===== config.mk =====
export PLATFORM = sky130hd
export DESIGN_NAME = tmpc_ctrl
export DESIGN_NICKNAME = d
export VERILOG_FILES = /design/src/tmpc_pkg.sv /design/src/tmpc_ctrl.sv
export SDC_FILE = /design/constraint.sdc
export NUM_CORES = 1
export LEC_CHECK = 0
export BUFFER_PORTS_ARGS = -buffer_cell sky130_fd_sc_hd__buf_2
export CAP_MARGIN = 20
export CORE_MARGIN = 2
export CORE_UTILIZATION = 40
export DETAILED_ROUTE_END_ITERATION = 6
export SYNTH_ARGS = -nofsm -noshare
export SYNTH_HDL_FRONTEND = slang
export SYNTH_SLANG_ARGS = --single-unit
export TNS_END_PERCENT = 1

===== constraint.sdc =====
create_clock -name clk -period 3 [get_ports clk]
set_input_delay 0.15 -clock clk [delete_from_list [all_inputs] [get_ports clk]]
set_output_delay 0.15 -clock clk [all_outputs]
set_load 0.005 [all_outputs]

===== src/tmpc_pkg.sv =====
package tmpc_pkg;

  // Input transaction fields, first member in the most significant bits.
  typedef struct packed {
    logic        op;
    logic [13:0] tile_index;
    logic [15:0] tile_value;
    logic [15:0] rect_x;
    logic [15:0] rect_y;
    logic [11:0] rect_w;
    logic [11:0] rect_h;
  } in_t;

  // Result transaction fields, one flag per probe point.
  typedef struct packed {
    logic top_left;
    logic top_center;
    logic top_right;
    logic center_left;
    logic center_right;
    logic bottom_left;
    logic bottom_center;
    logic bottom_right;
  } out_t;

  localparam logic OP_WRITE = 1'b0;
  localparam logic OP_QUERY = 1'b1;

  localparam int NUM_PROBES  = 8;
  localparam int PROBE_SEL_W = 3;

  // A probe coordinate is at most 16 + 12 bits summed, so 17 bits wide.
  localparam int DIVIDEND_W    = 17;
  localparam int DIV_BITS_STEP = 4;
  localparam int DIV_CYCLES    = (DIVIDEND_W + DIV_BITS_STEP - 1) / DIV_BITS_STEP;
  localparam int DIV_W         = DIV_CYCLES * DIV_BITS_STEP;
  localparam int DIV_CNT_W     = 3;

  // Command and status bundle from the controller to the datapath.
  typedef struct packed {
    logic                   capture;
    logic                   ram_write;
    logic                   div_step;
    logic                   probe_issue;
    logic [PROBE_SEL_W-1:0] probe_sel;
    logic                   load_out;
  } cmd_t;

endpackage


===== src/tmpc_ctrl.sv =====
module tmpc_ctrl (
  input  logic          clk,
  input  logic          rst_n,
  input  logic          in_valid,
  input  logic          in_op,
  output logic          in_stall,
  output logic          out_valid,
  input  logic          out_stall,
  output tmpc_pkg::cmd_t cmd
);

  localparam logic [2:0] S_IDLE   = 3'd0;
  localparam logic [2:0] S_WRITE  = 3'd1;
  localparam logic [2:0] S_DIV    = 3'd2;
  localparam logic [2:0] S_PROBE  = 3'd3;
  localparam logic [2:0] S_LAND   = 3'd4;
  localparam logic [2:0] S_FINISH = 3'd5;

  localparam logic [tmpc_pkg::DIV_CNT_W-1:0] DIV_LAST =
    tmpc_pkg::DIV_CNT_W'(tmpc_pkg::DIV_CYCLES - 1);
  localparam logic [tmpc_pkg::PROBE_SEL_W-1:0] PROBE_LAST =
    tmpc_pkg::PROBE_SEL_W'(tmpc_pkg::NUM_PROBES - 1);

  logic [2:0] state_r, state_nxt;
  logic [tmpc_pkg::DIV_CNT_W-1:0] div_cnt_r, div_cnt_nxt;
  logic [tmpc_pkg::PROBE_SEL_W-1:0] probe_cnt_r, probe_cnt_nxt;
  logic out_valid_r, out_valid_nxt;
  logic accept;
  logic out_free;

  assign accept   = in_valid && (state_r == S_IDLE);
  assign out_free = !out_valid_r || !out_stall;

  always_comb begin
    state_nxt     = state_r;
    div_cnt_nxt   = div_cnt_r;
    probe_cnt_nxt = probe_cnt_r;
    cmd           = '0;
    cmd.probe_sel = probe_cnt_r;
    case (state_r)
      S_IDLE: begin
        if (accept) begin
          cmd.capture = 1'b1;
          div_cnt_nxt = '0;
          state_nxt   = (in_op == tmpc_pkg::OP_QUERY) ? S_DIV : S_WRITE;
        end
      end
      S_WRITE: begin
        cmd.ram_write = 1'b1;
        state_nxt     = S_FINISH;
      end
      S_DIV: begin
        cmd.div_step = 1'b1;
        div_cnt_nxt  = div_cnt_r + 1'b1;
        if (div_cnt_r == DIV_LAST) begin
          probe_cnt_nxt = '0;
          state_nxt     = S_PROBE;
        end
      end
      S_PROBE: begin
        cmd.probe_issue = 1'b1;
        probe_cnt_nxt   = probe_cnt_r + 1'b1;
        if (probe_cnt_r == PROBE_LAST) begin
          state_nxt = S_LAND;
        end
      end
      S_LAND: begin
        state_nxt = S_FINISH;
      end
      S_FINISH: begin
        if (out_free) begin
          cmd.load_out = 1'b1;
          state_nxt    = S_IDLE;
        end
      end
      default: begin
        state_nxt = S_IDLE;
      end
    endcase
  end

  always_comb begin
    out_valid_nxt = out_valid_r;
    if (cmd.load_out) begin
      out_valid_nxt = 1'b1;
    end else if (out_valid_r && !out_stall) begin
      out_valid_nxt = 1'b0;
    end
  end

  always_ff @(posedge clk) begin
    if (!rst_n) begin
      state_r     <= S_IDLE;
      div_cnt_r   <= '0;
      probe_cnt_r <= '0;
      out_valid_r <= 1'b0;
    end else begin
      state_r     <= state_nxt;
      div_cnt_r   <= div_cnt_nxt;
      probe_cnt_r <= probe_cnt_nxt;
      out_valid_r <= out_valid_nxt;
    end
  end

  assign in_stall  = (state_r != S_IDLE);
  assign out_valid = out_valid_r;

  a_accept_busy: assert property (@(posedge clk) disable iff (!rst_n)
    accept |=> (state_r == S_WRITE) || (state_r == S_DIV))
    else $error("accepted transaction did not start work");

  a_load_free: assert property (@(posedge clk) disable iff (!rst_n)
    cmd.load_out |-> (!out_valid_r || !out_stall))
    else $error("result register overwritten while held");

  a_div_to_probe: assert property (@(posedge clk) disable iff (!rst_n)
    (state_r == S_DIV) && (div_cnt_r == DIV_LAST) |=> (state_r == S_PROBE) && (probe_cnt_r == '0))
    else $error("probe sweep did not follow division");

  a_land_after_last: assert property (@(posedge clk) disable iff (!rst_n)
    (state_r == S_LAND) |-> $past(state_r == S_PROBE && probe_cnt_r == PROBE_LAST))
    else $error("landing cycle without final probe issue");

endmodule


Word level (Yosys, flattened, before mapping) --
Index checks and enable logic that the tools add are counted. W data, S select, Z words.
Word-level totals: bits in registers 10, word-level logic and storage cells 50, bits of input ports 5, output and inout port bits 10
Operators by class: reduce and logical (&&, ||, !) cells 14, eq/ne operators 11, add/subtract/negate cells 2, mux-type cells 19
Operators by type and width (number):
- $mux W3 | 6
- $pmux W3 S5 | 1
- $eq A3 B3 Y1 const B | 4
- $pmux W3 S2 | 2
- $mux W1 | 9
- $ne A2 B2 Y1 const B | 4
- $add A3 B1 Y3 const B | 2
- $eq A3 B2 Y1 const B | 2
- $reduce_bool A2 Y1 | 3
- $reduce_and A2 Y1 | 2
- $reduce_and A4 Y1 | 1
- $eq A3 B1 Y1 const B | 1
- $logic_not A3 Y1 | 1
- $reduce_bool A3 Y1 | 1
- $logic_and A1 B1 Y1 | 2
- $logic_not A1 Y1 | 2
- $mux W2 | 1
- $reduce_or A2 Y1 | 1
- $logic_or A1 B1 Y1 | 1

Logic depth before layout (Yosys ltp) --
Gate-level depths: netlist of the first run.
word-level depth 5, gate-level depth with buffers 6, gate-level depth less buffers 6

Least setup slack after synthesis of the first run --
No wires, ideal clock.
path type register to register, from register probe_cnt_r[0] in the netlist's numbering, to register state_r[0], period minus slack after synthesis 1288 ps, data required time 2928 ps, stages on the path, launching flop included 7, buffers on the path 0, path slack 1712 ps, setup time 72 ps, arrival 1216 ps, cell sequence dfxtp_1 ha_1 ha_1 nand2_1 o211ai_1 a21boi_1 mux2i_1
Between the ends: word-level cells in the longest chain between the ends 3
RTL lines:
- start, declared | RTL line tmpc_ctrl.sv:26 | logic [tmpc_pkg::PROBE_SEL_W-1:0] probe_cnt_r, probe_cnt_nxt;
- start signal, assigned | RTL line tmpc_ctrl.sv:100 | probe_cnt_r <= probe_cnt_nxt;
- $eq A3 B3 Y1 | RTL line tmpc_ctrl.sv:63 | if (probe_cnt_r == PROBE_LAST) begin
- $ne A2 B2 Y1 (no source line)
- $reduce_and A4 Y1 (no source line)
- end signal, assigned | RTL line tmpc_ctrl.sv:98 | state_r <= state_nxt;
- end, declared | RTL line tmpc_ctrl.sv:24 | logic [2:0] state_r, state_nxt;
Every way passes these cells. A chain may end at the register's enable or synchronous reset.

==> parameters.txt, run 1 <==
Parameter                              Value

Run status
  Outcome    completed

Detailed routing
  Post-detailed-route via-to-cell ratio    5.29
  Per-cell routed wire length    between 10 and 15 um
  First-pass iteration count of the detailed router    4
  Overall via count from detail_route    518
  Final routed DRC violation total    0
  Final antenna-violating net count    0
  Violation count after the first detailed-routing iteration    5
  Wire length reported by the detailed router    1.16 mm

Finish
  End-of-flow core utilization    51.3%
  Fraction of layout instances using a drive strength above 1    28.9%
  Layout net count    93
  Ant diodes    0
  Signed area change from the synthesized netlist to the final layout    18.1%

Power
  Combinational share of power    36.3%
  Power density cells    772 nW/um^2
  Switching component of the power    207 uW
  Worst IR Drop VDD    304 uV
  Part of the total power dissipated in the clock network    23.4%
  Sequential Power Share    between 40% and 50%
  Internal power    about 320 uW
  Standby leakage power    0.000319 uW
  Share of total power consumed by net switching    39.1%

Timing
  Fin Hold WS    0.159 ns
  RSZ-0062 raised after global routing    no
  Final clock period utilization by the worst path    49.7%
  Max frequency    671 MHz
  Final Skew    ~0.005 ns
  Relative max-transition margin    66.6%
  Min cycle time layout    roughly 1.5 ns
  Endpoints failing hold    0
  TNS Setup    0 ns
  Setup-violating endpoint count in the final report    0
  Count of final max-slew check failures    0
  Slew of the pin with the lowest slew margin    0.500 ns

Global routing
  Final global-route overflow total    0
  Overall Global Routing Usage    14.4%
  Number of antenna violations at the first check in global routing    0
  Number of global-route vias before repair    between 400 and 500
  Wire length of the first global-routing pass    roughly 1.8 mm
  Pin count of the biggest net entering global routing    16

Yosys
  Area of the mapped netlist    579 sq um
  Commonest register cell after synthesis    dfxtp_1
  Number of distinct library cells after synthesis    30
  Share of the yosys chip area belonging to registers    around 35%
  Synth Warn #    0
  Fraction of registers with async set or reset after synthesis    0%
  Syn Nets    77
  EDFF count, synth    0
  Synthesized area per cell    8.52 sq um
  Number of synthesized register bits    10
  Number of standard cells after synthesis    68

Floorplan
  Core area    1330 sq um
  Vert. Die Dim    42.1 um
  Rows    13
  Effective utilization at floorplan    between 40% and 50%
  Horiz. Die Dim    42.1 um
  Number of placed I/O pins    15
  Floorplan die area    1770 sq um

CTS
  Resized cells post-CTS    0
  TritonCTS clock tree    done
  Number of buffers added by the clock tree synthesis step    3
  Cts hold-fix bufs    0
  Post-CTS setup buffer count    0
  Clock sink count    10
  Clk Tree Root Cell    clkbuf_4
  Clock Latency Late Sink    0.27 ns
  Bufs on Longest Clock Path    2
  Number of H-tree branching levels    1
  Clock-pin transition on the worst setup and hold timing paths    0.07 ns

Setup path
  Required time of the critical path    roughly 2.9 ns
  Worst setup EP type    output port
  Largest fanout of any net on the critical path    15
  Worst setup path class    reg -> out
  Crit path DAT    1.34 ns
  Worst Setup Start Kind    flop

Placed design
  Total of buffers placed on input and output ports    14
  Detailed-placement wirelength estimate    887 um
  Final RePlAce weighted congestion    0.780

Flow run
  # Max-Cap Violations    0

Min path
  Worst hold-check path type    in -> reg
## final timing paths
check | start | end | slack (ns) | cells past startpoint
max | state_r[0] | cmd[7] | 1.51 | 3
min | rst_n | state_r[0] | 0.16 | 3
max reg2reg | probe_cnt_r[0] | state_r[0] | 1.60 | 6
min reg2reg | div_cnt_r[2] | div_cnt_r[2] | 0.52 | 2
## cells in the mapped netlist, types with 2 or more instances
cell	instances	area share, %
nand2_1	10	6.5
dfxtp_1	10	35
buf_4	2	2.6
a21oi_1	3	2.6
ha_1	4	8.6
nor2_2	2	2.2
inv_1	5	3.2
o21ai_0	4	3.5
a22oi_1	3	3.9
nor2_1	4	2.6
mux2i_1	2	3.5
## power groups by stage
stage                     Combinational [uW]  Clock [uW]  Sequential (uW)
after floorplan                          172           0              181
after global placement                   193           0              215
after detailed placement                 194           0              216
after CTS                                195         127              212
after global routing                     216         134              219
final                                    192         124              213
## final cells by class
| cell class | instances | area [sq um] |
|---|---|---|
| fill | 142 | 649 |
| inverter | 5 | 18.8 |
| timing repair buffer | 14 | 70.1 |
| clock buffer | 4 | 36.3 |
| tap | 15 | 18.8 |
| multi-input combinational | 50 | 340 |
| sequential | 10 | 200 |
## metrics by stage
stage | total power [uW] | worst slack (ns) | cell area [sq um] | std cells
finish | 529 | 1.51 | 684 | 98
global route | 569 | 1.41 | 684 | 98
CTS | 533 | 1.51 | 684 | 98
detailed placement | 409 | 1.60 | 648 | 94
global placement | 408 | 1.68 | 648 | 94
floorplan | 353 | 1.71 | 579 | 68
## layer usage
metal | share of wire (%) | vias to the layer above | global-route usage, %
met4 | 2.3 | 0 | 6.88
li1 | - | 271 | -
met2 | 46 | 10 | 20.6
met5 | 0 | - | 0
met1 | 46 | 233 | 17.4
met3 | 5.1 | 4 | 7.76
## sequential cells by signal, indices dropped and copies added (netlist names)
name         cells
probe_cnt_r      3
state_r          3
out_valid        1
div_cnt_r        3
## cell families after synthesis
kind of cell / synth area share (%)
buffers and inverters: 6.69
adders and majority gates: 8.64
muxes: 3.46
and+or+nand+nor: 23.8
DFF: 34.6
AOI/OAI and AO/OA: 22.9
## critical path: stages (launching register included)
cell and delay [ns]:
dfxtp_1 0.64, nor2_2 0.12, and3_1 0.20, buf_2 0.12
## layout by cell type, fill, tap and decap left out, drive strengths merged
cell,n
a21boi,1
mux2i,2
a22oi,3
a21oi,3
inv,5
nor4b,1
nand3,1
dfxtp,10
o31ai,1
nor3b,1
a211oi,1
nand4,1
and2,1
o211ai,1
nor2b,2
nor2,6
o21ai,5
buf,14
a21o,1
ha,4
nand2,10
a311oi,1
clkbuf,4
o2111ai,1
nor3,1
a221oi,1
and3,1
No activity file was read; power rests on OpenSTA's default activity.
==> inputs of run 2 (changes only) <==
- clock period: 3 -> 1.4 ns (I/O delays scaled with it)
==> parameters.txt, run 2 (synthesis results as in run 1) <==
Parameter                              Value

Timing
  Fin Hold WS    0.0775 ns (-0.0817 ns)
  Slew of the pin with the lowest slew margin    0.377 ns (-0.123 ns)
  Final WS setup    0.0829 ns (-1.43 ns)
  Setup-violating endpoint count in the final report    0 (unchanged)
  Max frequency    759 MHz
  Min cycle time layout    1.32 ns
  Final Skew    0.000235 ns (-0.00466 ns)
  TNS Setup    0 ns (unchanged)
  Relative max-transition margin    74.6% (+8.0 points)
  Count of final max-slew check failures    0 (unchanged)
  Endpoints failing hold    0 (unchanged)
  Final clock period utilization by the worst path    94.1%

Detailed routing
  Wire length reported by the detailed router    1.13 mm (-2.3%)
  Per-cell routed wire length    11.4 um (-3.3%)
  Violation count after the first detailed-routing iteration    19 (+14)
  Post-detailed-route via-to-cell ratio    5.25 (-0.63%)
  Final antenna-violating net count    0 (unchanged)
  Overall via count from detail_route    520 (+0.39%)
  First-pass iteration count of the detailed router    4 (unchanged)
  Final routed DRC violation total    0 (unchanged)

Min path
  Worst hold-check path type    in -> reg
  Count of cells along the worst hold path    3 (unchanged)

Placed design
  Final RePlAce weighted congestion    0.771 (-1.1%)
  Place WS    0.0448 ns (-1.56 ns)
  Placed Instance Area    656 sq um (+1.2%)
  Total of buffers placed on input and output ports    14 (unchanged)
  Detailed-placement wirelength estimate    831 um (-6.3%)

Global routing
  Number of antenna violations at the first check in global routing    0 (unchanged)
  Pin count of the biggest net entering global routing    16 (unchanged)
  Final global-route overflow total    0 (unchanged)
  Number of global-route vias before repair    405 (-4.3%)
  Wire length of the first global-routing pass    1.75 mm (-4.9%)
  Overall Global Routing Usage    13.6% (-0.80 points)

Finish
  Commonest non-fill, non-tap cell in the layout    buf_2
  Most frequent cells in the layout    buf_2, nand2_1, dfxtp_1
  Summed area of non-filler cells in the final layout    701 sq um (+2.4%)
  Signed area change from the synthesized netlist to the final layout    21.0%
  Ant diodes    0 (unchanged)
  End-of-flow core utilization    52.5% (+1.2 points)
  Number of fill cells in the layout    133 (-6.3%)
  Layout net count    94 (+1.1%)
  Fraction of layout instances using a drive strength above 1    36.9% (+8.0 points)
  Largest regs    div_cnt_r (3), probe_cnt_r (3), state_r (3)

CTS
  Clock-pin transition on the worst setup and hold timing paths    0.06 ns (about the same)
  TritonCTS clock tree    done
  Clock Latency Late Sink    0.26 ns (about the same)
  Number of buffers added by the clock tree synthesis step    3 (unchanged)
  Clk Tree Root Cell    clkbuf_4
  Number of H-tree branching levels    1 (unchanged)
  Clock sink count    10 (unchanged)
  Bufs on Longest Clock Path    2 (unchanged)

Setup path
  Critical Path Max Stage Delay    0.34 ns (-0.30 ns)
  Worst setup EP type    flop
  Worst Setup Start Kind    flop
  Required time of the critical path    1.59 ns (-1.26 ns)
  Worst setup path class    reg -> reg
  CP Depth    6 (+3)
  CP bufs+invs    0 (-1)
  Cell breakdown of the critical path    ha_1 > ha_1 > nand2_1 > o211ai_1 > a21boi_2 > mux2i_1
  Worst r2r path cells    6 (unchanged)
  CP most frequent cell    ha_1
  Crit path DAT    1.51 ns (+0.17 ns)
  Max stage delay cell, worst path    dfxtp_1
  Cell family with most CP delay    flip-flops
  Largest fanout of any net on the critical path    2 (-13)

Floorplan
  Vert. Die Dim    42.1 um (unchanged)
  Rows    13 (unchanged)
  Core area    1330 sq um (unchanged)
  Horiz. Die Dim    42.1 um (unchanged)
  Effective utilization at floorplan    43.4% (unchanged)
  Floorplan die area    1770 sq um (unchanged)
  Number of placed I/O pins    15 (unchanged)

Flow run
  # Max-Cap Violations    0 (unchanged)

Power
  Worst IR Drop VDD    715 uV (+130%)
  Power density cells    1640 nW/um^2 (+110%)
  Standby leakage power    0.000326 uW (+2.3%)

Run status
  Outcome    completed
-- run 2: path summary, 6_finish.rpt --
check	from	endpoint	slack, ns
max reg2reg	probe_cnt_r[0]	state_r[0]	0.08
min	rst_n	state_r[2]	0.08
max	probe_cnt_r[0]	state_r[0]	0.08
min reg2reg	div_cnt_r[2]	div_cnt_r[2]	0.50
-- run 2: metrics by stage --
| stage | cells | power [uW] |
|---|---|---|
| after global placement | 95 | 878 |
| after floorplan | 68 | 756 |
| after CTS | 99 | 1140 |
| final | 99 | 1150 |
| after global routing | 99 | 1240 |
| after detailed placement | 95 | 876 |
-- run 2: report_power, final --
group	internal (uW)	switching, uW
Sequential	344	122
Combinational	208	219
Clock	158	99.6
Total	710	441
-- run 2: area by class of cell --
class | instances | area, sq um | share of cell area, %
multi-input combinational | 50 | 344 | 49.1
sequential | 10 | 205 | 29.3
timing repair buffer | 15 | 77.6 | 11.1
clock buffer | 4 | 36.3 | 5.18
inverter | 5 | 18.8 | 2.68
tap | 15 | 18.8 | 2.68
-- run 2: worst min-delay path: stages --
cell and delay [ns]:
buf_2 0.12, o21ai_0 0.07, a211oi_1 0.05
-- run 2: what timing repair did --
item                                    CTS  global route
endpoints found under the setup margin    0             7
gates resized for setup                   0             6
endpoints found under the hold margin     0             0
setup buffers                             0             0
hold buffers                              0             0
-- run 2: routing by layer --
metal  share of wire, %  global-route usage (%)  up-vias
met5                  0                       0        -
met4                1.4                    6.88        0
met3                5.5                    7.76        2
met2                 43                    17.8       11
met1                 50                    17.4      233
li1                   -                       -      274
==> inputs of run 3 (changes only) <==
- MAX_ROUTING_LAYER: not set -> met4
- SKIP_CTS_REPAIR_TIMING: not set -> 1
==> parameters.txt, run 3 (synthesis results as in run 1) <==
Parameter                              Value

Run status
  Outcome    completed

Global routing
  Final global-route overflow total    0 (unchanged)
  Pin count of the biggest net entering global routing    16 (unchanged)
  Wire length of the first global-routing pass    1.76 mm (+0.40%)
  Number of global-route vias before repair    405 (unchanged)
  Number of antenna violations at the first check in global routing    0 (unchanged)
  Overall Global Routing Usage    13.9% (+0.37 points)

Floorplan
  Effective utilization at floorplan    43.4% (unchanged)
  Horiz. Die Dim    42.1 um (unchanged)
  Rows    13 (unchanged)
  Number of placed I/O pins    15 (unchanged)
  Core area    1330 sq um (unchanged)
  Vert. Die Dim    42.1 um (unchanged)
  Floorplan die area    1770 sq um (unchanged)

Timing
  Setup-violating endpoint count in the final report    0 (unchanged)
  Max frequency    760 MHz (+0.11%)
  Endpoints failing hold    0 (unchanged)
  Slew of the pin with the lowest slew margin    0.376 ns (-0.000908 ns)
  Final clock period utilization by the worst path    94.0% (-0.10 points)
  Final WS setup    0.0843 ns (+0.00144 ns)
  Min cycle time layout    1.32 ns (-0.00144 ns)
  Fin Hold WS    0.0767 ns (-0.000868 ns)
  Final Skew    0.000330 ns (+0.0000950 ns)
  Count of final max-slew check failures    0 (unchanged)
  TNS Setup    0 ns (unchanged)
  Relative max-transition margin    74.7% (about the same)

Finish
  Largest regs    div_cnt_r (3), probe_cnt_r (3), state_r (3)
  Ant diodes    0 (unchanged)
  Fraction of layout instances using a drive strength above 1    36.9% (unchanged)
  Layout net count    94 (unchanged)
  Layout Cells excl Fill    99 (unchanged)
  Signed area change from the synthesized netlist to the final layout    21.0% (unchanged)
  Most frequent cells in the layout    buf_2, nand2_1, dfxtp_1
  Commonest non-fill, non-tap cell in the layout    buf_2

Setup path
  Required time of the critical path    1.59 ns (about the same)
  Cell family with most CP delay    flip-flops
  Critical Path Max Stage Delay    0.34 ns (about the same)
  Cell breakdown of the critical path    ha_1 > ha_1 > nand2_1 > o211ai_1 > a21boi_2 > mux2i_1
  CP bufs+invs    0 (unchanged)
  Max stage delay cell, worst path    dfxtp_1
  Register-to-register setup slack    0.08 ns (about the same)
  Worst r2r path cells    6 (unchanged)
  Worst Setup Start Kind    flop
  CP most frequent cell    ha_1
  Endpoint of the worst-slack reg-to-reg timing path    state_r[0]
  Worst setup path class    reg -> reg
  Largest fanout of any net on the critical path    2 (unchanged)
  Crit path DAT    1.50 ns (about the same)
  Worst setup EP type    flop
  Reg-to-reg critical path startpoint    probe_cnt_r[0]

CTS
  Clk Tree Root Cell    clkbuf_4
  Number of H-tree branching levels    1 (unchanged)
  Number of buffers added by the clock tree synthesis step    3 (unchanged)
  Bufs on Longest Clock Path    2 (unchanged)
  TritonCTS clock tree    done
  Clock-pin transition on the worst setup and hold timing paths    0.06 ns (about the same)
  Clock sink count    10 (unchanged)
  Clock Latency Late Sink    0.26 ns (about the same)

Detailed routing
  Per-cell routed wire length    11.1 um (-2.7%)
  Final routed DRC violation total    0 (unchanged)
  First-pass iteration count of the detailed router    4 (unchanged)
  Wire length reported by the detailed router    1.10 mm (-2.7%)
  Violation count after the first detailed-routing iteration    13 (-6)
  Overall via count from detail_route    516 (-0.77%)
  Post-detailed-route via-to-cell ratio    5.21 (-0.77%)
  Final antenna-violating net count    0 (unchanged)

Flow run
  # Max-Cap Violations    0 (unchanged)

Min path
  Count of cells along the worst hold path    3 (unchanged)
  Start point of the worst hold path    rst_n
  Worst hold-check path type    in -> reg
  Hold Crit Endpoint    state_r[2]

Placed design
  Final RePlAce weighted congestion    0.782 (+1.3%)
  DP Cell Count    95 (unchanged)
  Total of buffers placed on input and output ports    14 (unchanged)
  Detailed-placement wirelength estimate    831 um (unchanged)
  Place WS    0.0448 ns (unchanged)

Power
  Power density cells    1630 nW/um^2 (-0.45%)
  Standby leakage power    0.000326 uW (unchanged)
  Worst IR Drop VDD    712 uV (-0.40%)
## run 3: per-layer routing
metal / wire length, um / share of wire, % / track usage [%] / up-vias
met5: 0 / 0 / - / -
met3: 60 / 5.4 / 7.76 / 2
li1: - / - / - / 275
met2: 485 / 44 / 17.8 / 10
met4: 11 / 1.0 / 6.88 / 0
met1: 543 / 49 / 17.4 / 229
## run 3: worst reg2reg max path, stage by stage (launching register included)
cell      delay, ns
dfxtp_1        0.34
ha_1           0.15
ha_1           0.17
nand2_1        0.06
o211ai_1       0.12
a21boi_2       0.20
mux2i_1        0.19
## run 3: where the power goes
| part | leakage [uW] | switching [uW] | internal, uW |
|---|---|---|---|
| Sequential | 0.0000829 | 119 | 344 |
| Combinational | 0.000222 | 217 | 208 |
| Clock | 0.0000210 | 99.5 | 158 |
| Total | 0.000326 | 436 | 710 |
## run 3: area by class of cell
type / count / area, sq um
Clock buffer: 4 / 36.3
Timing Repair Buffer: 15 / 77.6
Multi-Input combinational cell: 50 / 344
Fill cell: 133 / 633
Sequential cell: 10 / 205
Tap cell: 15 / 18.8
Inverter: 5 / 18.8
## run 3: how the worst max path moves through the flow
stage	startpoint	endpoint	slack, ns	depth (start not counted)
after global placement	probe_cnt_r[1]	state_r[0]	0.10	6
after CTS	state_r[0]	cmd[7]	0.01	3
after detailed placement	probe_cnt_r[1]	state_r[0]	0.04	6
final	probe_cnt_r[0]	state_r[0]	0.08	6
after global routing	probe_cnt_r[0]	state_r[0]	-0.009	6
after floorplan	probe_cnt_r[0]	state_r[0]	0.11	6
## run 3: per-stage QoR
stage	util, %	cell area (sq um)	total power (uW)
3_3_place_gp	49.2	656	878
4_1_cts	51.9	692	1140
5_1_grt	52.5	701	1240
6_report	52.5	701	1150
2_1_floorplan	-	579	756
3_5_place_dp	49.2	656	876
